**src/physical_page_allocator_unit_macros.svh**
```systemverilog
// Assertion macros for the page allocator RTL
`ifndef PHYSICAL_PAGE_ALLOCATOR_UNIT_MACROS_SVH
`define PHYSICAL_PAGE_ALLOCATOR_UNIT_MACROS_SVH

// Check a consequent in the same cycle as its antecedent
`define PPA_ASSERT_SAME(lbl, ante, cons, msg) \
    lbl: assert property (@(posedge i_clk) disable iff (!i_rst_n) (ante) |-> (cons)) \
        else $error(msg);

// Check a consequent in the cycle after its antecedent
`define PPA_ASSERT_NEXT(lbl, ante, cons, msg) \
    lbl: assert property (@(posedge i_clk) disable iff (!i_rst_n) (ante) |=> (cons)) \
        else $error(msg);

`endif

```
**src/ppa_pkg.sv**
```systemverilog
// Shared types and constants of the physical page allocator
`timescale 1ns / 1ps
`default_nettype none
package ppa_pkg;

    localparam int MAX_RANGES   = 32;
    localparam int PAGE_BYTES   = 4096;
    localparam int STACK_DEPTH  = 1024;
    localparam int ADDR_BITS    = 64;

    localparam int PAGE_SHIFT   = $clog2(PAGE_BYTES);
    localparam int PN_BITS      = ADDR_BITS - PAGE_SHIFT;
    localparam int RIDX_BITS    = (MAX_RANGES > 1) ? $clog2(MAX_RANGES) : 1;
    localparam int RCNT_BITS    = $clog2(MAX_RANGES + 1);
    localparam int SIDX_BITS    = (STACK_DEPTH > 1) ? $clog2(STACK_DEPTH) : 1;
    localparam int SCNT_BITS    = $clog2(STACK_DEPTH + 1);
    localparam int COUNT_BITS   = 53;
    localparam int FUNC_BITS    = 2;
    localparam int TYPE_BITS    = 32;
    localparam int STATUS_BITS  = 3;
    localparam int TYPE_AVAILABLE = 1;

    typedef enum logic [FUNC_BITS-1:0] {
        FN_CLEAR  = 2'd0,
        FN_REGION = 2'd1,
        FN_ALLOC  = 2'd2,
        FN_FREE   = 2'd3
    } t_func;

    typedef enum logic [STATUS_BITS-1:0] {
        STS_OK         = 3'd0,
        STS_OOM        = 3'd1,
        STS_FORCED     = 3'd2,
        STS_MISALIGNED = 3'd3,
        STS_STACK_FULL = 3'd4,
        STS_SKIPPED    = 3'd5
    } t_status;

    // Controller to datapath commands
    typedef struct packed {
        logic load;
        logic stage_a;
        logic stage_b;
        logic commit;
    } t_ppa_cmd;

    // Datapath to controller status
    typedef struct packed {
        logic is_region;
        logic out_free;
    } t_ppa_sts;

endpackage
`default_nettype wire

```
**src/ppa_ctrl.sv**
```systemverilog
// Sequencing state machine of the page allocator
`timescale 1ns / 1ps
`default_nettype none
module ppa_ctrl (
    input  wire                i_clk,
    input  wire                i_rst_n,
    input  wire                i_in_valid,
    output logic               o_in_ready,
    input  ppa_pkg::t_ppa_sts  i_sts,
    output ppa_pkg::t_ppa_cmd  o_cmd
);

    typedef enum logic [3:0] {
        S_IDLE = 4'b0001,
        S_EXEC = 4'b0010,
        S_CLIP = 4'b0100,
        S_DONE = 4'b1000
    } t_state;

    t_state r_state, n_state;

    // Next state and commands
    always_comb begin
        n_state       = r_state;
        o_in_ready    = 1'b0;
        o_cmd         = '0;
        case (r_state)
            S_IDLE: begin
                o_in_ready = 1'b1;
                if (i_in_valid) begin
                    o_cmd.load = 1'b1;
                    n_state    = S_EXEC;
                end
            end
            S_EXEC: begin
                if (i_sts.is_region) begin
                    o_cmd.stage_a = 1'b1;
                    n_state       = S_CLIP;
                end else if (i_sts.out_free) begin
                    o_cmd.commit = 1'b1;
                    n_state      = S_IDLE;
                end
            end
            S_CLIP: begin
                o_cmd.stage_b = 1'b1;
                n_state       = S_DONE;
            end
            S_DONE: begin
                if (i_sts.out_free) begin
                    o_cmd.commit = 1'b1;
                    n_state      = S_IDLE;
                end
            end
            default: n_state = S_IDLE;
        endcase
    end

    always_ff @(posedge i_clk) begin
        if (!i_rst_n) begin
            r_state <= S_IDLE;
        end else begin
            r_state <= n_state;
        end
    end

endmodule
`default_nettype wire

```
**config.mk**
```make
export PLATFORM = sky130hd
export DESIGN_NAME = ppa_ctrl
export DESIGN_NICKNAME = d
export VERILOG_FILES = /design/src/physical_page_allocator_unit_macros.svh /design/src/ppa_pkg.sv /design/src/ppa_ctrl.sv
export SDC_FILE = /design/constraint.sdc
export NUM_CORES = 1
export LEC_CHECK = 0
export BUFFER_PORTS_ARGS = -buffer_cell sky130_fd_sc_hd__buf_4
export CAP_MARGIN = 5
export CORE_AREA = 2 2 39 41
export DETAILED_ROUTE_END_ITERATION = 10
export DIE_AREA = 0 0 41 43
export SYNTH_ARGS = -nofsm -noshare
export SYNTH_HDL_FRONTEND = slang
export SYNTH_SLANG_ARGS = --single-unit
```
**constraint.sdc**
```tcl
create_clock -name i_clk -period 1.3 [get_ports i_clk]
set_input_delay 0.39 -clock i_clk [delete_from_list [all_inputs] [get_ports i_clk]]
set_output_delay 0.39 -clock i_clk [all_outputs]
set_load 0.02 [all_outputs]
```
# Word-level counts from Yosys, hierarchy flattened
# Cells that the tools add are included.
# totals
reg_bits	4
latch_bits	0
ramBits	0
rom_bits	0
in_bits	5
output_inout_bits	5
wordCells	19
mem_count	0
# op_classes
addsub	0
mul	0
n_div	0
magnitude_cmp	0
eq_ne	5
shift	0
muxes	13
bitwise_logic	0
reduce_logical	0
# ops
cell	count
one-hot mux 4 bit (4 select lines)	1
two-way mux 4 bit	3
two-way mux 1 bit	8
== test 4 x 1 -> 1 bit, second input constant	1
== test 4 x 2 -> 1 bit, second input constant	1
== test 4 x 3 -> 1 bit, second input constant	1
== test 4 bit, second input constant	1
inequality test 2 bit, second input constant	1
one-hot mux 1 bit (2 select lines)	1

# Longest topological paths before layout
# Gate-level depths: netlist of the first run.
# depth
depth_word	3
ltp_mapped	3
mapped_depth_nobuf	3

# Least setup slack after synthesis of the first run
# OpenSTA, ideal clock, no wires.
# synth_path
path_type	reg2out
start	register r_state[1]
end	output port o_cmd[1] (netlist bit)
t_arrival_ns	1.144
required_ns	0.910
path_slack_ns	-0.234
stages_incl_launch_ff	2
n_path_buf	0
cell_sequence	dfxtp_1 -> nor4b_1
# synth_lines
element	line_no	text
start, declared	ppa_ctrl.sv:20	t_state r_state, n_state;
start signal, assigned	ppa_ctrl.sv:62	r_state <= n_state;
end, declared	ppa_ctrl.sv:10	output ppa_pkg::t_ppa_cmd o_cmd

==> qor.csv, run 1 <==
stage,metric,value,unit
grt,antenna_found_initial,0,
sta,min_period_over_period,1.15,
routing,via_per_inst,4.53,
critical_path,crit_path_start_kind,register,
die,boundaryPins,10,
status,status,"finished, violations left",
sta,final.setup.worst_slack,-192,ps
critical_path,crit_path_end_kind,output pin,
sta,worst_slew_pin_slew,288,ps
grt,grt_pass1_wl,1.46,mm
final_layout,drive_above_1_share,0.741,
routing,drt_first_pass_iters,1,
final_layout,stdcell_area,548,um2
sta,finalHoldViolations,0,
grt,grt_pass1_vias,329,
min_path,hp-class,in2reg,
synth,avgSynthCellArea,8.89,um2
min_path,hold_path_depth,2,
synth,ys_top_cells_by_area,"dfxtp_1, and3_1, nor4b_1",
clocking,cts_tree,done,
clocking,h-tree-depth,1,
grt,grt.total_usage,0.124,
synth,async_flop_share,0,
sta,slew_headroom,0.808,
final_layout,largest_register_ffs,4,
run,cap_viol_max_count,0,
synth,syn_area,258,um2
grt,grt_max_degree,7,
sta,rsz0062_at_grt,yes,
critical_path,path_class,reg2out,
die,start_util,0.186,
synth,netlist_instances,29,
die,core-area,0.00138,mm2
sta,fin_setup_tns,-896,ps
sta,slew_violations,0,
sta,max_freq,0.670,GHz
placed_design,place.gp.congestion,0.769,
routing,routed-via-count,317,
critical_path,reg2reg_from,r_state[2],
synth,syn_nets,34,
grt,gr-usage-met2,0.188,
synth,yosys.area_share.simple,0.427,
synth,synth_edf_count,0,
synth,synthXorXnorAreaFrac,0,
die,die_h,43,um
power,power_leakage,0.232,nW
placed_design,hpwl,534,um
critical_path,r2r_cells,5,
power,peakVddDrop,0.409,mV
sta,finalSetupViolations,6,
placed_design,io_buffers,9,
critical_path,r2r-end,r_state[0],
min_path,hp-start,i_rst_n,
synth,ys_warn_count,0,
sta,min_period,1490,ps
grt,overflow,0,
synth,yosysTopAreaCellShare,0.311,
final_layout,top_regs,r_state: 4 flops,
clocking,clock_path_buffers,2,
die,die_w,41,um
final_layout,largest_register,r_state,
clocking,root_buffer,clkbuf_4,
synth,synthAdderAreaFrac,0,
clocking,clk_latency,230,ps
routing,routed_wl,824,um
routing,route.detailed.drc,0,
clocking,cts.clk_slew.worst_paths,40,ps
critical_path,r2r_slack,-10,ps
final_layout,antenna_cells,0,
die,num_rows,14,
routing,wl_per_cell,11.8,um
synth,ys_types,19,
critical_path,cp.arrival,1100,ps
synth,synth-compound-area-share,0.209,
synth,ys_ff_latch,4,
sta,fin_skew,0.403,ps
final_layout,final_util,0.396,
final_layout,final.fill_count,145,
critical_path,cp_max_fo,4,
synth,synthTopCellsByCount,"dfxtp_1, nor2_1, and3_1",
die,die-area,0.00176,mm2
synth,seq_area_frac_synth,0.311,
grt,grt_use_met1,0.158,
grt,grtUsageMet3,0.0157,
clocking,cts.sinks,4,
final_layout,area_delta_synth_final,113,%
synth,synth_top_family_by_area,simple AND/OR/NAND/NOR gates,
synth,synthMuxAreaShare,0.0388,
final_layout,nNetsFinal,61,
status,violations,setup timing,
routing,postRouteAntennaNets,0,
clocking,cts_made_buffers,3,
synth,synth_top_area_cell,dfxtp_1,
power,power_density,739,mW/mm2
synth,ys.flop_type,dfxtp_1,
routing,drt_iter0_drc,0,
critical_path,cp.required,910,ps
min_path,whs_endpoint,r_state[0],
grt,busiest_layer,met2,
placed_design,dpl_cell_area,419,um2
## layout make-up
type                            instances  area [um2]  area share
Multi-Input combinational cell         24         220       0.402
Timing Repair Buffer                   22         191       0.349
Sequential cell                         4        90.1       0.164
Clock buffer                            3        22.5      0.0411
Tap cell                               16        20.0      0.0365
Inverter                                1        3.75     0.00685
## stage by stage
stage                     hold slack (ps)  total power [mW]  std cells  worst slack, ps
after CTS                             368             0.412         68             -197
after global routing                  380             0.426         70             -241
after floorplan                       469             0.183         29             1.57
after global placement                591             0.232         63            -29.8
final                                 378             0.405         70             -192
after detailed placement              580             0.231         63            -52.2
## per-layer routing
metal	wire (um)	vias up	share of wire
met5	0	-	0
met4	0	0	0
met3	27	0	0.033
met2	446	6	0.54
met1	350	151	0.42
li1	-	160	-
## placed cells by master, fill, tap and decap left out, types with 2 or more instances in the layout
| cell type | n |
|---|---|
| dfxtp_2 | 2 |
| buf_6 | 7 |
| clkbuf_4 | 3 |
| dfxtp_4 | 2 |
| nor2_1 | 2 |
| and2_4 | 2 |
| and3_4 | 2 |
| buf_4 | 15 |
## power by group
group / total (mW) / internal [mW] / leakage, nW / switching, mW
combinational: 0.116 / 0.0704 / 0.184 / 0.0460
clock: 0.149 / 0.103 / 0.0138 / 0.0464
sequential: 0.139 / 0.128 / 0.0343 / 0.0113
total: 0.405 / 0.301 / 0.232 / 0.104
## how the worst max path moves through the flow
stage                          start       end  cells past startpoint
after CTS                 r_state[2]  o_cmd[2]                      4
after detailed placement    i_sts[1]  o_cmd[0]                      5
after global routing      r_state[3]  o_cmd[0]                      4
after floorplan           r_state[0]  o_cmd[2]                      3
after global placement    r_state[3]  o_cmd[3]                      4
final                     r_state[3]  o_cmd[3]                      4
## timing repair
item,in CTS,in global routing
buffers inserted,2,2
gates cloned,0,0
hold buffers,0,0
setup endpoints to repair,5,7
resized for setup,19,4
pin swaps,4,2
## cells by family after synthesis
group	Yosys count
and+or+nand+nor	17
muxes	1
DFF	4
AOI/OAI and AO/OA	6
buffers and inverters	1
## critical path, cell delays in order (launching register included)
cell and delay [ps]:
dfxtp_4 350, buf_6 130, nor2_4 100, and3_4 190, buf_6 110
(Power assumes the default switching activity.)
==> run 2: changes to the inputs <==
==> constraint.sdc (replaced) <==
create_clock -name i_clk -period 1.72 [get_ports i_clk]
set_input_delay 0.516 -clock i_clk [delete_from_list [all_inputs] [get_ports i_clk]]
set_output_delay 0.516 -clock i_clk [all_outputs]
set_load 0.02 [all_outputs]
==> run 2 against run 1 <==
Compared with the run above:
- the run now ends clean
- sequential power down 24%
- worst hold slack improved by 120 ps
- combinational power is 50% lower
- first-iteration DRC count is the same
- non-clock buffer count shrank 13
- sequential share of layout area rose by 6.6 points
- cell count is 19% lower
- wire length decreased by 28%
- register-to-register slack gained 580 ps
- clock skew barely moved
- design area down 27%
- via count shrank 15%
- largest cell class unchanged
- highest routed layer unchanged
==> qor.csv, run 2 (synthesis results as in run 1) <==
stage,metric,value,unit
critical_path,cp.arrival,1140,ps
final_layout,top_regs,r_state: 4 flops,
grt,grt.total_usage,0.0802,
final_layout,largest_register_ffs,4,
sta,finalSetupViolations,0,
critical_path,cp.required,1200,ps
sta,min_period_over_period,0.964,
grt,grt_pass1_vias,237,
critical_path,reg2reg_from,r_state[2],
placed_design,dpl_cell_area,345,um2
routing,routed_wl,591,um
routing,route.detailed.drc,0,
final_layout,area_delta_synth_final,55.8,%
final_layout,antenna_cells,0,
final_layout,drive_above_1_share,0.561,
grt,grt_use_met1,0.0799,
critical_path,r2r_cells,3,
die,boundaryPins,10,
sta,slew_violations,0,
clocking,root_buffer,clkbuf_4,
sta,rsz0062_at_grt,no,
sta,worst_slew_pin_slew,260,ps
final_layout,final_common_cell,buf_4,
sta,slew_headroom,0.824,
power,power_leakage,0.158,nW
sta,min_period,1660,ps
sta,max_freq,0.603,GHz
routing,postRouteAntennaNets,0,
clocking,cts.sinks,4,
power,p_comb_frac,0.210,
die,die_w,41,um
grt,grtUsageMet3,0.0314,
grt,overflow,0,
routing,routed-via-count,269,
placed_design,place.gp.congestion,0.719,
status,status,"finished, final reports clean",
die,core-area,0.00138,mm2
critical_path,crit_path_start,r_state[2],
routing,wl_per_cell,10.4,um
clocking,cts_made_buffers,3,
power,power_switching,0.0695,mW
die,start_util,0.186,
clocking,cts_tree,done,
power,clkPwrFrac,0.406,
clocking,h-tree-depth,1,
grt,antenna_found_initial,0,
critical_path,crit_path_end_kind,output pin,
die,num_rows,14,
clocking,cts.clk_slew.worst_paths,40,ps
critical_path,crit_path_start_kind,register,
final_layout,stdcell_area,402,um2
clocking,ctsHoldBuffers,0,
power,power_density,684,mW/mm2
clocking,postCtsSetupBuffers,0,
routing,drt_iter0_drc,0,
final_layout,nNetsFinal,48,
grt,grt_max_degree,9,
grt,busiest_layer,met2,
min_path,whs_endpoint,r_state[3],
power,peakVddDrop,0.280,mV
run,cap_viol_max_count,0,
routing,via_per_inst,4.72,
clocking,clock_path_buffers,2,
routing,drt_first_pass_iters,1,
sta,fin_skew,0.774,ps
power,swShare,0.253,
grt,gr-usage-met2,0.125,
critical_path,cp_max_fo,8,
placed_design,hpwl,448,um
critical_path,path_class,reg2out,
min_path,hp-start,r_state[0],
power,internal_power,0.205,mW
die,die_h,43,um
clocking,clk_latency,230,ps
critical_path,r2r_slack,570,ps
power,p_seq_frac,0.384,
grt,grt_pass1_wl,924,um
clocking,cts_resized,8,
sta,finalHoldViolations,0,
sta,fin_setup_tns,0,ps
min_path,hold_path_depth,1,
final_layout,largest_register,r_state,
final_layout,layout_common_cells,"buf_4, nor2_1, clkbuf_4, dfxtp_4",
min_path,hp-class,reg2reg,
die,die-area,0.00176,mm2
placed_design,io_buffers,9,
critical_path,r2r-end,r_state[0],
[run 2: changes by cell type in the layout (fill, tap and decap cells not counted), sizes merged]
cell | previous run | this run
buf | 22 | 9
[run 2: layer usage]
metal,up-vias,wire length [um]
met5,-,0
met1,133,246
li1,134,-
met3,0,12
met4,0,0
met2,2,332
[run 2: cell type report]
| class | count | area (um2) |
|---|---|---|
| Clock buffer | 3 | 22.5 |
| Fill cell | 157 | 982 |
| Inverter | 1 | 3.75 |
| Multi-Input combinational cell | 24 | 191 |
| Sequential cell | 4 | 92.6 |
| Tap cell | 16 | 20.0 |
| Timing Repair Buffer | 9 | 71.3 |
[run 2: through the flow]
step | power, mW | util | hold slack (ps) | instances | setup slack [ps]
floorplan | 0.138 | - | 529 | 29 | 60.4
global placement | 0.162 | 0.250 | 587 | 54 | 132
detailed placement | 0.163 | 0.250 | 585 | 54 | 136
CTS | 0.280 | 0.278 | 477 | 57 | 6.64
global route | 0.299 | 0.290 | 504 | 57 | 7.44
finish | 0.275 | 0.290 | 500 | 57 | 61.7
[run 2: worst max path at each step]
stage	to	cells after the start	slack [ps]
after detailed placement	o_cmd[0]	5	140
after floorplan	o_cmd[1]	1	60
after CTS	o_cmd[2]	4	7
after global routing	o_cmd[2]	4	7
final	o_cmd[2]	4	60
after global placement	o_cmd[0]	5	130
[run 2: critical path, stage by stage, from the launching register on]
cell     delay (ps)
dfxtp_4         360
nor2_4          110
and3_4          200
and2_4          140
buf_6           100
[run 2: power groups by stage]
stage	Clock, mW	Sequential, mW	Combinational, mW
final	0.112	0.105	0.0576
after global routing	0.131	0.106	0.0617
after CTS	0.120	0.104	0.0559
after detailed placement	0	0.108	0.0551
after global placement	0	0.108	0.0547
after floorplan	0	0.105	0.0323
